==> config.mk <==
export PLATFORM = sky130hd
export DESIGN_NAME = dual_servo_ramp_with_overdrive_unit
export DESIGN_NICKNAME = d
export VERILOG_FILES = /design/src/sv/dsro_pkg.sv /design/src/sv/dual_servo_ramp_with_overdrive_unit.sv
export VERILOG_INCLUDE_DIRS = /design/src /design/src/sv
export SDC_FILE = /design/constraint.sdc
export NUM_CORES = 2
export LEC_CHECK = 0
export BUFFER_PORTS_ARGS = -buffer_cell sky130_fd_sc_hd__buf_2
export CAP_MARGIN = 20
export CELL_PAD_IN_SITES_DETAIL_PLACEMENT = 0
export CELL_PAD_IN_SITES_GLOBAL_PLACEMENT = 1
export CORE_ASPECT_RATIO = 0.8
export CORE_MARGIN = 3
export CORE_UTILIZATION = 56
export DETAILED_ROUTE_END_ITERATION = 10
export PLACE_DENSITY = 0.85
export SLEW_MARGIN = 30
export SYNTH_ARGS = -nofsm -noshare
export SYNTH_HDL_FRONTEND = slang
export SYNTH_SLANG_ARGS = --single-unit
==> constraint.sdc <==
create_clock -name clk -period 12.6 [get_ports clk]
set_clock_uncertainty 0.05 [all_clocks]
set_input_delay 2.52 -clock clk [delete_from_list [all_inputs] [get_ports clk]]
set_output_delay 2.52 -clock clk [all_outputs]
set_load 0.05 [all_outputs]
==> src/sv/assert_macros.svh <==
// Assertion macros shared by the RTL files of the servo ramp block.
`ifndef ASSERT_MACROS_SVH
`define ASSERT_MACROS_SVH

// Clocked check, switched off while the synchronous reset is held.
`define ASSERT_CLK(name, prop, msg) \
  name: assert property (@(posedge clk) disable iff (rst) prop) else $error(msg);

// Clocked check that stays live through reset.
`define ASSERT_ALWAYS(name, prop, msg) \
  name: assert property (@(posedge clk) prop) else $error(msg);

`endif

==> src/sv/dsro_pkg.sv <==
// Package: constants, register codes and widths of the dual servo ramp block.
`timescale 1ns / 1ps

package dsro_pkg;

  localparam int RAMP_STEPS_DEFAULT = 128;

  // Ticks of overdrive after each movement of the ramp counter.
  localparam int OVERDRIVE_TICKS = 32;
  localparam int OD_W = 8;
  localparam logic [OD_W-1:0] OD_RELOAD = OD_W'(OVERDRIVE_TICKS);
  localparam logic [OD_W-1:0] OD_AFTER_RELOAD = OD_W'(OVERDRIVE_TICKS - 1);

  localparam int COMPARE_W = 16;
  localparam int OFFSET_W = 14;
  localparam int POS_W = 8;
  localparam int CFG_DATA_W = 16;
  localparam int CFG_INDEX_W = 3;
  localparam int NUM_SERVOS = 2;

  // Base and span carry a 16 bit point plus two 14 bit offsets, signed.
  localparam int SPAN_W = 18;
  localparam int RES_W = SPAN_W + 1;

  localparam logic [COMPARE_W-1:0] COMPARE_MAX = '1;
  localparam logic [COMPARE_W-1:0] POINT_RESET = 16'd480;
  localparam logic [OFFSET_W-1:0] OFFSET_RESET = '0;

  typedef enum logic [CFG_INDEX_W-1:0] {
    REG_A_CLOSED       = 3'd0,
    REG_A_OPEN         = 3'd1,
    REG_B_CLOSED       = 3'd2,
    REG_B_OPEN         = 3'd3,
    REG_A_CLOSED_EXTRA = 3'd4,
    REG_A_OPEN_EXTRA   = 3'd5,
    REG_B_CLOSED_EXTRA = 3'd6,
    REG_B_OPEN_EXTRA   = 3'd7
  } cfg_reg_t;

endpackage

==> src/sv/dual_servo_ramp_with_overdrive_unit.sv <==
// Top level: dual servo ramp with overdrive, five register stages.
`timescale 1ns / 1ps
// Usage
//   Input channel: in_valid / in_stall with open_request. Each transaction is
//   one control tick; the ramp counter steps one count toward RAMP_STEPS
//   (open) or zero (closed) and any step reloads the overdrive countdown.
//   Output channel: out_valid / out_stall with both servo compare values,
//   the ramp position after the tick and the overdrive flag. One result per
//   tick, in order.
//   Configuration: cfg_write, cfg_index, cfg_data write one of eight
//   registers; write only while no tick is in flight.
//   Path: an accepted tick passes the stages in order (offsets, multiply,
//   reciprocal multiply, correction, saturation) into the output register.
//   Throughput: one tick per cycle; every stage loads each cycle unless the
//   stalled output backs the pipeline up to the input.
//   Stall: a stalled result holds in the output register; earlier stages
//   keep filling their empty slots, and in_stall rises only once every
//   stage is occupied.
//   Reset (rst, synchronous): ramp counter and countdown go to zero, the
//   registers to their reset values, and the pipeline empties.

`include "assert_macros.svh"

module dual_servo_ramp_with_overdrive_unit
  import dsro_pkg::*;
#(
  parameter int RAMP_STEPS = RAMP_STEPS_DEFAULT
) (
  input  logic                   clk,
  input  logic                   rst,
  input  logic                   in_valid,
  output logic                   in_stall,
  input  logic                   open_request,
  output logic                   out_valid,
  input  logic                   out_stall,
  output logic [COMPARE_W-1:0]   servo_a_compare,
  output logic [COMPARE_W-1:0]   servo_b_compare,
  output logic [POS_W-1:0]       ramp_position,
  output logic                   overdrive_active,
  input  logic                   cfg_write,
  input  logic [CFG_INDEX_W-1:0] cfg_index,
  input  logic [CFG_DATA_W-1:0]  cfg_data
);

  localparam int CNT_W = $clog2(RAMP_STEPS + 1);
  localparam int MAG_W = SPAN_W - 1 + CNT_W;
  localparam int PROD_W = MAG_W + 2;
  localparam int Q_W = SPAN_W - 1;
  localparam int RP_W = (CNT_W > POS_W) ? CNT_W : POS_W;
  localparam logic [CNT_W-1:0] RAMP_MAX = CNT_W'(RAMP_STEPS);
  localparam logic [MAG_W-1:0] RAMP_DIV = MAG_W'(RAMP_STEPS);
  // floor(2^MAG_W / RAMP_STEPS): the estimate is exact or one short.
  localparam logic [MAG_W:0] RECIP = (MAG_W + 1)'((64'd1 << MAG_W) / RAMP_STEPS);

  // Configuration registers, one entry per servo
  logic [COMPARE_W-1:0]       closed_pt [NUM_SERVOS];
  logic [COMPARE_W-1:0]       open_pt   [NUM_SERVOS];
  logic signed [OFFSET_W-1:0] closed_x  [NUM_SERVOS];
  logic signed [OFFSET_W-1:0] open_x    [NUM_SERVOS];

  always_ff @(posedge clk) begin
    if (rst) begin
      for (int i = 0; i < NUM_SERVOS; i++) begin
        closed_pt[i] <= POINT_RESET;
        open_pt[i]   <= POINT_RESET;
        closed_x[i]  <= OFFSET_RESET;
        open_x[i]    <= OFFSET_RESET;
      end
    end else if (cfg_write) begin
      case (cfg_reg_t'(cfg_index))
        REG_A_CLOSED:       closed_pt[0] <= cfg_data;
        REG_A_OPEN:         open_pt[0]   <= cfg_data;
        REG_B_CLOSED:       closed_pt[1] <= cfg_data;
        REG_B_OPEN:         open_pt[1]   <= cfg_data;
        REG_A_CLOSED_EXTRA: closed_x[0]  <= cfg_data[OFFSET_W-1:0];
        REG_A_OPEN_EXTRA:   open_x[0]    <= cfg_data[OFFSET_W-1:0];
        REG_B_CLOSED_EXTRA: closed_x[1]  <= cfg_data[OFFSET_W-1:0];
        REG_B_OPEN_EXTRA:   open_x[1]    <= cfg_data[OFFSET_W-1:0];
        default: ;
      endcase
    end
  end

  // Pipeline flow control: a stage loads when empty or when it empties
  logic s1_valid, s2_valid, s3_valid, s4_valid;
  logic ld1, ld2, ld3, ld4, ld_out;
  logic accept;

  assign ld_out   = !out_valid || !out_stall;
  assign ld4      = !s4_valid || ld_out;
  assign ld3      = !s3_valid || ld4;
  assign ld2      = !s2_valid || ld3;
  assign ld1      = !s1_valid || ld2;
  assign in_stall = !ld1;
  assign accept   = in_valid && ld1;

  always_ff @(posedge clk) begin
    if (rst) begin
      s1_valid  <= 1'b0;
      s2_valid  <= 1'b0;
      s3_valid  <= 1'b0;
      s4_valid  <= 1'b0;
      out_valid <= 1'b0;
    end else begin
      if (ld1)    s1_valid  <= in_valid;
      if (ld2)    s2_valid  <= s1_valid;
      if (ld3)    s3_valid  <= s2_valid;
      if (ld4)    s4_valid  <= s3_valid;
      if (ld_out) out_valid <= s4_valid;
    end
  end

  // Ramp counter and overdrive countdown
  logic [CNT_W-1:0] ramp_counter, ramp_counter_next;
  logic [OD_W-1:0]  countdown, countdown_next, countdown_loaded;
  logic             moved, od;

  always_comb begin
    ramp_counter_next = ramp_counter;
    moved = 1'b0;
    if (open_request && (ramp_counter < RAMP_MAX)) begin
      ramp_counter_next = ramp_counter + CNT_W'(1);
      moved = 1'b1;
    end else if (!open_request && (ramp_counter != '0)) begin
      ramp_counter_next = ramp_counter - CNT_W'(1);
      moved = 1'b1;
    end
    countdown_loaded = moved ? OD_RELOAD : countdown;
    od = (countdown_loaded != '0);
    countdown_next = od ? (countdown_loaded - OD_W'(1)) : countdown_loaded;
  end

  always_ff @(posedge clk) begin
    if (rst) begin
      ramp_counter <= '0;
      countdown    <= '0;
    end else if (accept) begin
      ramp_counter <= ramp_counter_next;
      countdown    <= countdown_next;
    end
  end

  // Stage 1: closed point and span, widened by the offsets under overdrive
  logic signed [SPAN_W-1:0] base_next [NUM_SERVOS];
  logic signed [SPAN_W-1:0] span_next [NUM_SERVOS];
  logic signed [SPAN_W-1:0] s1_base   [NUM_SERVOS];
  logic signed [SPAN_W-1:0] s1_span   [NUM_SERVOS];
  logic [CNT_W-1:0]         s1_ramp;
  logic                     s1_od;

  always_comb begin
    for (int i = 0; i < NUM_SERVOS; i++) begin
      base_next[i] = SPAN_W'(closed_pt[i]) + (od ? SPAN_W'(closed_x[i]) : SPAN_W'(0));
      span_next[i] = SPAN_W'(open_pt[i]) - SPAN_W'(closed_pt[i])
                     + (od ? (SPAN_W'(open_x[i]) - SPAN_W'(closed_x[i])) : SPAN_W'(0));
    end
  end

  always_ff @(posedge clk) begin
    if (ld1) begin
      s1_base <= base_next;
      s1_span <= span_next;
      s1_ramp <= ramp_counter_next;
      s1_od   <= od;
    end
  end

  // Stage 2: span times ramp count
  logic signed [PROD_W-1:0] s2_prod [NUM_SERVOS];
  logic signed [SPAN_W-1:0] s2_base [NUM_SERVOS];
  logic [CNT_W-1:0]         s2_ramp;
  logic                     s2_od;
  logic signed [PROD_W-1:0] ramp_s;

  assign ramp_s = PROD_W'($signed({1'b0, s1_ramp}));

  always_ff @(posedge clk) begin
    if (ld2) begin
      for (int i = 0; i < NUM_SERVOS; i++) begin
        s2_prod[i] <= PROD_W'(s1_span[i]) * ramp_s;
      end
      s2_base <= s1_base;
      s2_ramp <= s1_ramp;
      s2_od   <= s1_od;
    end
  end

  // Stage 3: magnitude and reciprocal estimate of the quotient
  logic [MAG_W-1:0]         mag_next [NUM_SERVOS];
  logic [2*MAG_W:0]         est_full [NUM_SERVOS];
  logic [MAG_W-1:0]         s3_mag   [NUM_SERVOS];
  logic [Q_W-1:0]           s3_qe    [NUM_SERVOS];
  logic                     s3_neg   [NUM_SERVOS];
  logic signed [SPAN_W-1:0] s3_base  [NUM_SERVOS];
  logic [CNT_W-1:0]         s3_ramp;
  logic                     s3_od;

  always_comb begin
    for (int i = 0; i < NUM_SERVOS; i++) begin
      mag_next[i] = s2_prod[i][PROD_W-1] ? MAG_W'(-s2_prod[i]) : MAG_W'(s2_prod[i]);
      est_full[i] = (2*MAG_W + 1)'(mag_next[i]) * (2*MAG_W + 1)'(RECIP);
    end
  end

  always_ff @(posedge clk) begin
    if (ld3) begin
      for (int i = 0; i < NUM_SERVOS; i++) begin
        s3_mag[i] <= mag_next[i];
        s3_qe[i]  <= est_full[i][MAG_W +: Q_W];
        s3_neg[i] <= s2_prod[i][PROD_W-1];
      end
      s3_base <= s2_base;
      s3_ramp <= s2_ramp;
      s3_od   <= s2_od;
    end
  end

  // Stage 4: fix the estimate by one and restore the sign (truncate to zero)
  logic [MAG_W-1:0]         rem      [NUM_SERVOS];
  logic [Q_W-1:0]           quot     [NUM_SERVOS];
  logic signed [RES_W-1:0]  s4_quot  [NUM_SERVOS];
  logic signed [SPAN_W-1:0] s4_base  [NUM_SERVOS];
  logic [CNT_W-1:0]         s4_ramp;
  logic                     s4_od;

  always_comb begin
    for (int i = 0; i < NUM_SERVOS; i++) begin
      rem[i]  = s3_mag[i] - (MAG_W'(s3_qe[i]) * RAMP_DIV);
      quot[i] = s3_qe[i] + Q_W'(rem[i] >= RAMP_DIV);
    end
  end

  always_ff @(posedge clk) begin
    if (ld4) begin
      for (int i = 0; i < NUM_SERVOS; i++) begin
        s4_quot[i] <= s3_neg[i] ? -RES_W'($signed({1'b0, quot[i]}))
                                :  RES_W'($signed({1'b0, quot[i]}));
      end
      s4_base <= s3_base;
      s4_ramp <= s3_ramp;
      s4_od   <= s3_od;
    end
  end

  // Output stage: add the base and saturate
  logic signed [RES_W-1:0] sum [NUM_SERVOS];
  logic [COMPARE_W-1:0]    sat [NUM_SERVOS];
  logic [RP_W-1:0]         ramp_ext;

  always_comb begin
    for (int i = 0; i < NUM_SERVOS; i++) begin
      sum[i] = RES_W'(s4_base[i]) + s4_quot[i];
      if (sum[i] < 0) begin
        sat[i] = '0;
      end else if (sum[i] > RES_W'(COMPARE_MAX)) begin
        sat[i] = COMPARE_MAX;
      end else begin
        sat[i] = sum[i][COMPARE_W-1:0];
      end
    end
  end

  assign ramp_ext = RP_W'(s4_ramp);

  always_ff @(posedge clk) begin
    if (ld_out) begin
      servo_a_compare  <= sat[0];
      servo_b_compare  <= sat[1];
      ramp_position    <= ramp_ext[POS_W-1:0];
      overdrive_active <= s4_od;
    end
  end

  `ASSERT_CLK(a_ramp_range, ramp_counter <= RAMP_MAX, "ramp counter beyond full count")
  `ASSERT_CLK(a_ramp_hold, !accept |=> $stable(ramp_counter), "ramp moved without a transaction")
  `ASSERT_CLK(a_od_reload, (accept && moved) |=> (countdown == OD_AFTER_RELOAD),
              "movement did not reload the overdrive countdown")
  `ASSERT_ALWAYS(a_reset_empty, rst |=> (!out_valid && !s1_valid && ramp_counter == '0),
                 "pipeline or ramp not cleared by reset")

endmodule

==> flow_metrics.py <==
metrics = {
    "min_path": {
        "min_path_type": "flop to flop",
        "whs_path_depth": 0,
        "hp-start": "ramp_ext[3]$_DFFE_PP_",
        "hold_end": "ramp_position[3]$_DFFE_PP_",
    },
    "synthesis": {
        "ys_seq_area_frac": 0.419,
        "synth.area.top_cells": "edfxtp_1, fa_1, ha_1, xnor2_1, inv_1",
        "syn_inst": 3434,
        "yosysWarnings": 0,
        "synth_nets": 3978,
        "synth.top_cell.area_share": 0.408,
        "synthFlopType": "edfxtp_1",
        "yosysUniqueCellTypes": 84,
        "synth_seq_cells": 526,
        "syn_avg_cell_area_sq_um": 10.8,
        "synth_edf_count": 505,
        "yosysTopAreaCell": "edfxtp_1",
        "synth_area_sq_mm": 0.0372,
        "async_reset_ff_frac": 0,
    },
    "die": {
        "core_area_sq_mm": 0.0649,
        "row_count": 83,
        "dieArea_sq_mm": 0.0695,
        "fp.dieW_um": 294,
        "io_pins": 68,
        "die_height_um": 236,
        "start_util": 0.572,
    },
    "run_status": {
        "run_status": "finished clean",
    },
    "finish": {
        "most-common-layout-cells": "edfxtp_1, inv_1, ha_1",
        "final_core_util": 0.621,
        "antenna_cells": 0,
        "fin_nets": 4056,
        "final_layout_size_suffix_gt1_frac": 0.0619,
        "final_common_cell": "edfxtp_1",
        "area_growth_pct": 8.52,
        "final_area_sq_mm": 0.0403,
        "fill_cells": 5218,
    },
    "placement": {
        "dpl_cell_area_sq_mm": 0.0385,
        "port-buffer-count": 67,
        "dp_worst_setup_slack_ns": 5.09,
        "gp_congestion": 0.920,
        "hpwl_mm": 65.3,
    },
    "clock_network": {
        "post_cts_buffers": 0,
        "numCtsBuffers": 54,
        "clock-sinks": 526,
        "clock_latency_ns": 0.62,
        "clk_pin_slew_ns": 0.06,
        "cts_max_path_buffers": 3,
        "clockRootBuffer": "clkbuf_16",
        "cts_tree": "yes",
        "postCtsHoldBufs": 0,
        "post_cts_resize_count": 0,
        "cts_max_level": 2,
    },
    "critical_path": {
        "crit_arrival_ns": 7.35,
        "path_max_fanout": 48,
        "r2r.worst_path.cells": 18,
        "reg2reg_to": "s2_prod[0][51]$_DFFE_PP_",
        "startpoint_type": "input port",
        "critical_path_class": "input port to flop",
        "crit_required_ns": 13.03,
        "worst_setup_path_end_kind": "flop",
        "reg2reg_from": "s1_ramp[2]$_DFFE_PN_",
        "reg2reg_slack_ns": 6.49,
    },
    "timing": {
        "setup_violations": 0,
        "rsz0062_at_grt": "false",
        "finalWorstSetupSlack_ns": 5.68,
        "period_needed_ns": 6.92,
        "tightest_slew_ns": 0.885,
        "slew_viol_final": 0,
        "fmax_mhz": 145,
        "slew_headroom": 0.410,
        "hold_viol": 0,
        "fin_crit_sh": 0.549,
        "setup_tns_ns": 0,
    },
    "route": {
        "drc": 0,
        "wirelength_mm": 84.7,
        "viasPerCell": 5.71,
        "drtAntennaViolNets": 0,
        "routedWlPerCell_um": 19.2,
        "firstDrtPassIters": 5,
        "vias": 25200,
        "drt-initial-drc-count": 1809,
    },
    "grt": {
        "grt_pass1_vias": 24700,
        "grt_pass1_wl_mm": 135,
        "grtUsageTotal": 0.246,
        "grt-ovfl-total": 0,
        "antenna_found_initial": 4,
        "grt_max_degree": 84,
    },
    "job": {
        "maxCapViolations": 0,
    },
}
==> critical path, stage by stage <==
cell and delay, ns:
buf_2 0.13, nor3_1 0.24, a22o_1 0.33, nand2_1 0.10
ha_1 0.29, and4b_2 0.24, buf_4 0.29, inv_2 0.42
and2_1 0.19, ha_1 0.16, inv_1 0.05, fa_1 0.40
nor2b_1 0.15, o21a_1 0.17, o21ai_0 0.12, a2111oi_0 0.59
nor3_1 0.18, or3_1 0.42, a211o_1 0.26, nand3_1 0.08
==> cells in the mapped netlist, types with 12 or more instances <==
cell type	n
nand3_1	70
o211ai_1	12
edfxtp_1	505
xnor2_1	210
fa_1	238
or3_1	34
nand2_1	254
a211oi_1	15
nor3_1	83
nor2_1	167
a31oi_1	17
o21ai_0	99
a21oi_1	163
a31o_2	13
nand2b_1	33
o31ai_1	25
xor2_1	62
o21bai_1	16
and3_1	25
o21a_1	49
clkbuf_1	58
dfxtp_1	21
inv_1	485
nand4_1	16
and2_1	240
nor2b_1	27
a21o_1	49
ha_1	281
==> metal layers <==
layer	share of wire	vias to the layer above	global-route usage
li1	-	11900	-
met1	0.46	12400	0.362
met2	0.46	746	0.388
met3	0.066	116	0.0393
met4	0.017	10	0.0487
met5	0.00078	-	0
==> final cells by class <==
cell class / count / area (sq um) / share of cell area
sequential: 526 / 15600 / 0.387
inverter: 487 / 1830 / 0.0454
clock inverter: 33 / 408 / 0.0101
timing repair buffer: 86 / 483 / 0.0120
multi-input combinational: 2357 / 19500 / 0.484
tap: 850 / 1060 / 0.0264
clock buffer: 67 / 1420 / 0.0353
==> how the worst max path moves through the flow <==
stage                             from                    end  cells after the start
after floorplan              out_stall               in_stall                      4
after global placement    open_request  s1_base[16]$_DFFE_PN_                     20
after detailed placement  open_request  s1_base[16]$_DFFE_PN_                     20
after CTS                 open_request  s1_base[16]$_DFFE_PN_                     20
after global routing      open_request  s1_base[16]$_DFFE_PN_                     20
final                     open_request  s1_base[16]$_DFFE_PN_                     20
==> stage by stage <==
step	std cells	hold WS [ns]
floorplan	3434	0.350
global placement	4305	0.351
detailed placement	4305	0.355
CTS	4405	0.365
global route	4406	0.373
finish	4406	0.366
==> flip-flops by register name (all words and copies together) (netlist names), 33 cells and up <==
register	cells
s1_base	36
s1_span	36
s2_base	36
s2_prod	52
s3_base	36
s3_qe	33
s4_base	36
s4_quot	38
==> kinds of logic (layout without fill, tap and decap cells) <==
family          count (synthesis)  in the layout  share of synthesized area
simple gates                 1013           1013                      0.140
buf+inv                       551            673                     0.0557
compound gates                545            545                     0.0952
flops                         526            526                      0.419
fa+ha+maj                     519            519                      0.223
xor+xnor                      272            272                     0.0641
mux                             8              8                    0.00222
Power is left out: the tool's default activity adds up to more than one toggle a clock period on the data nets, which glitch-free logic cannot reach.
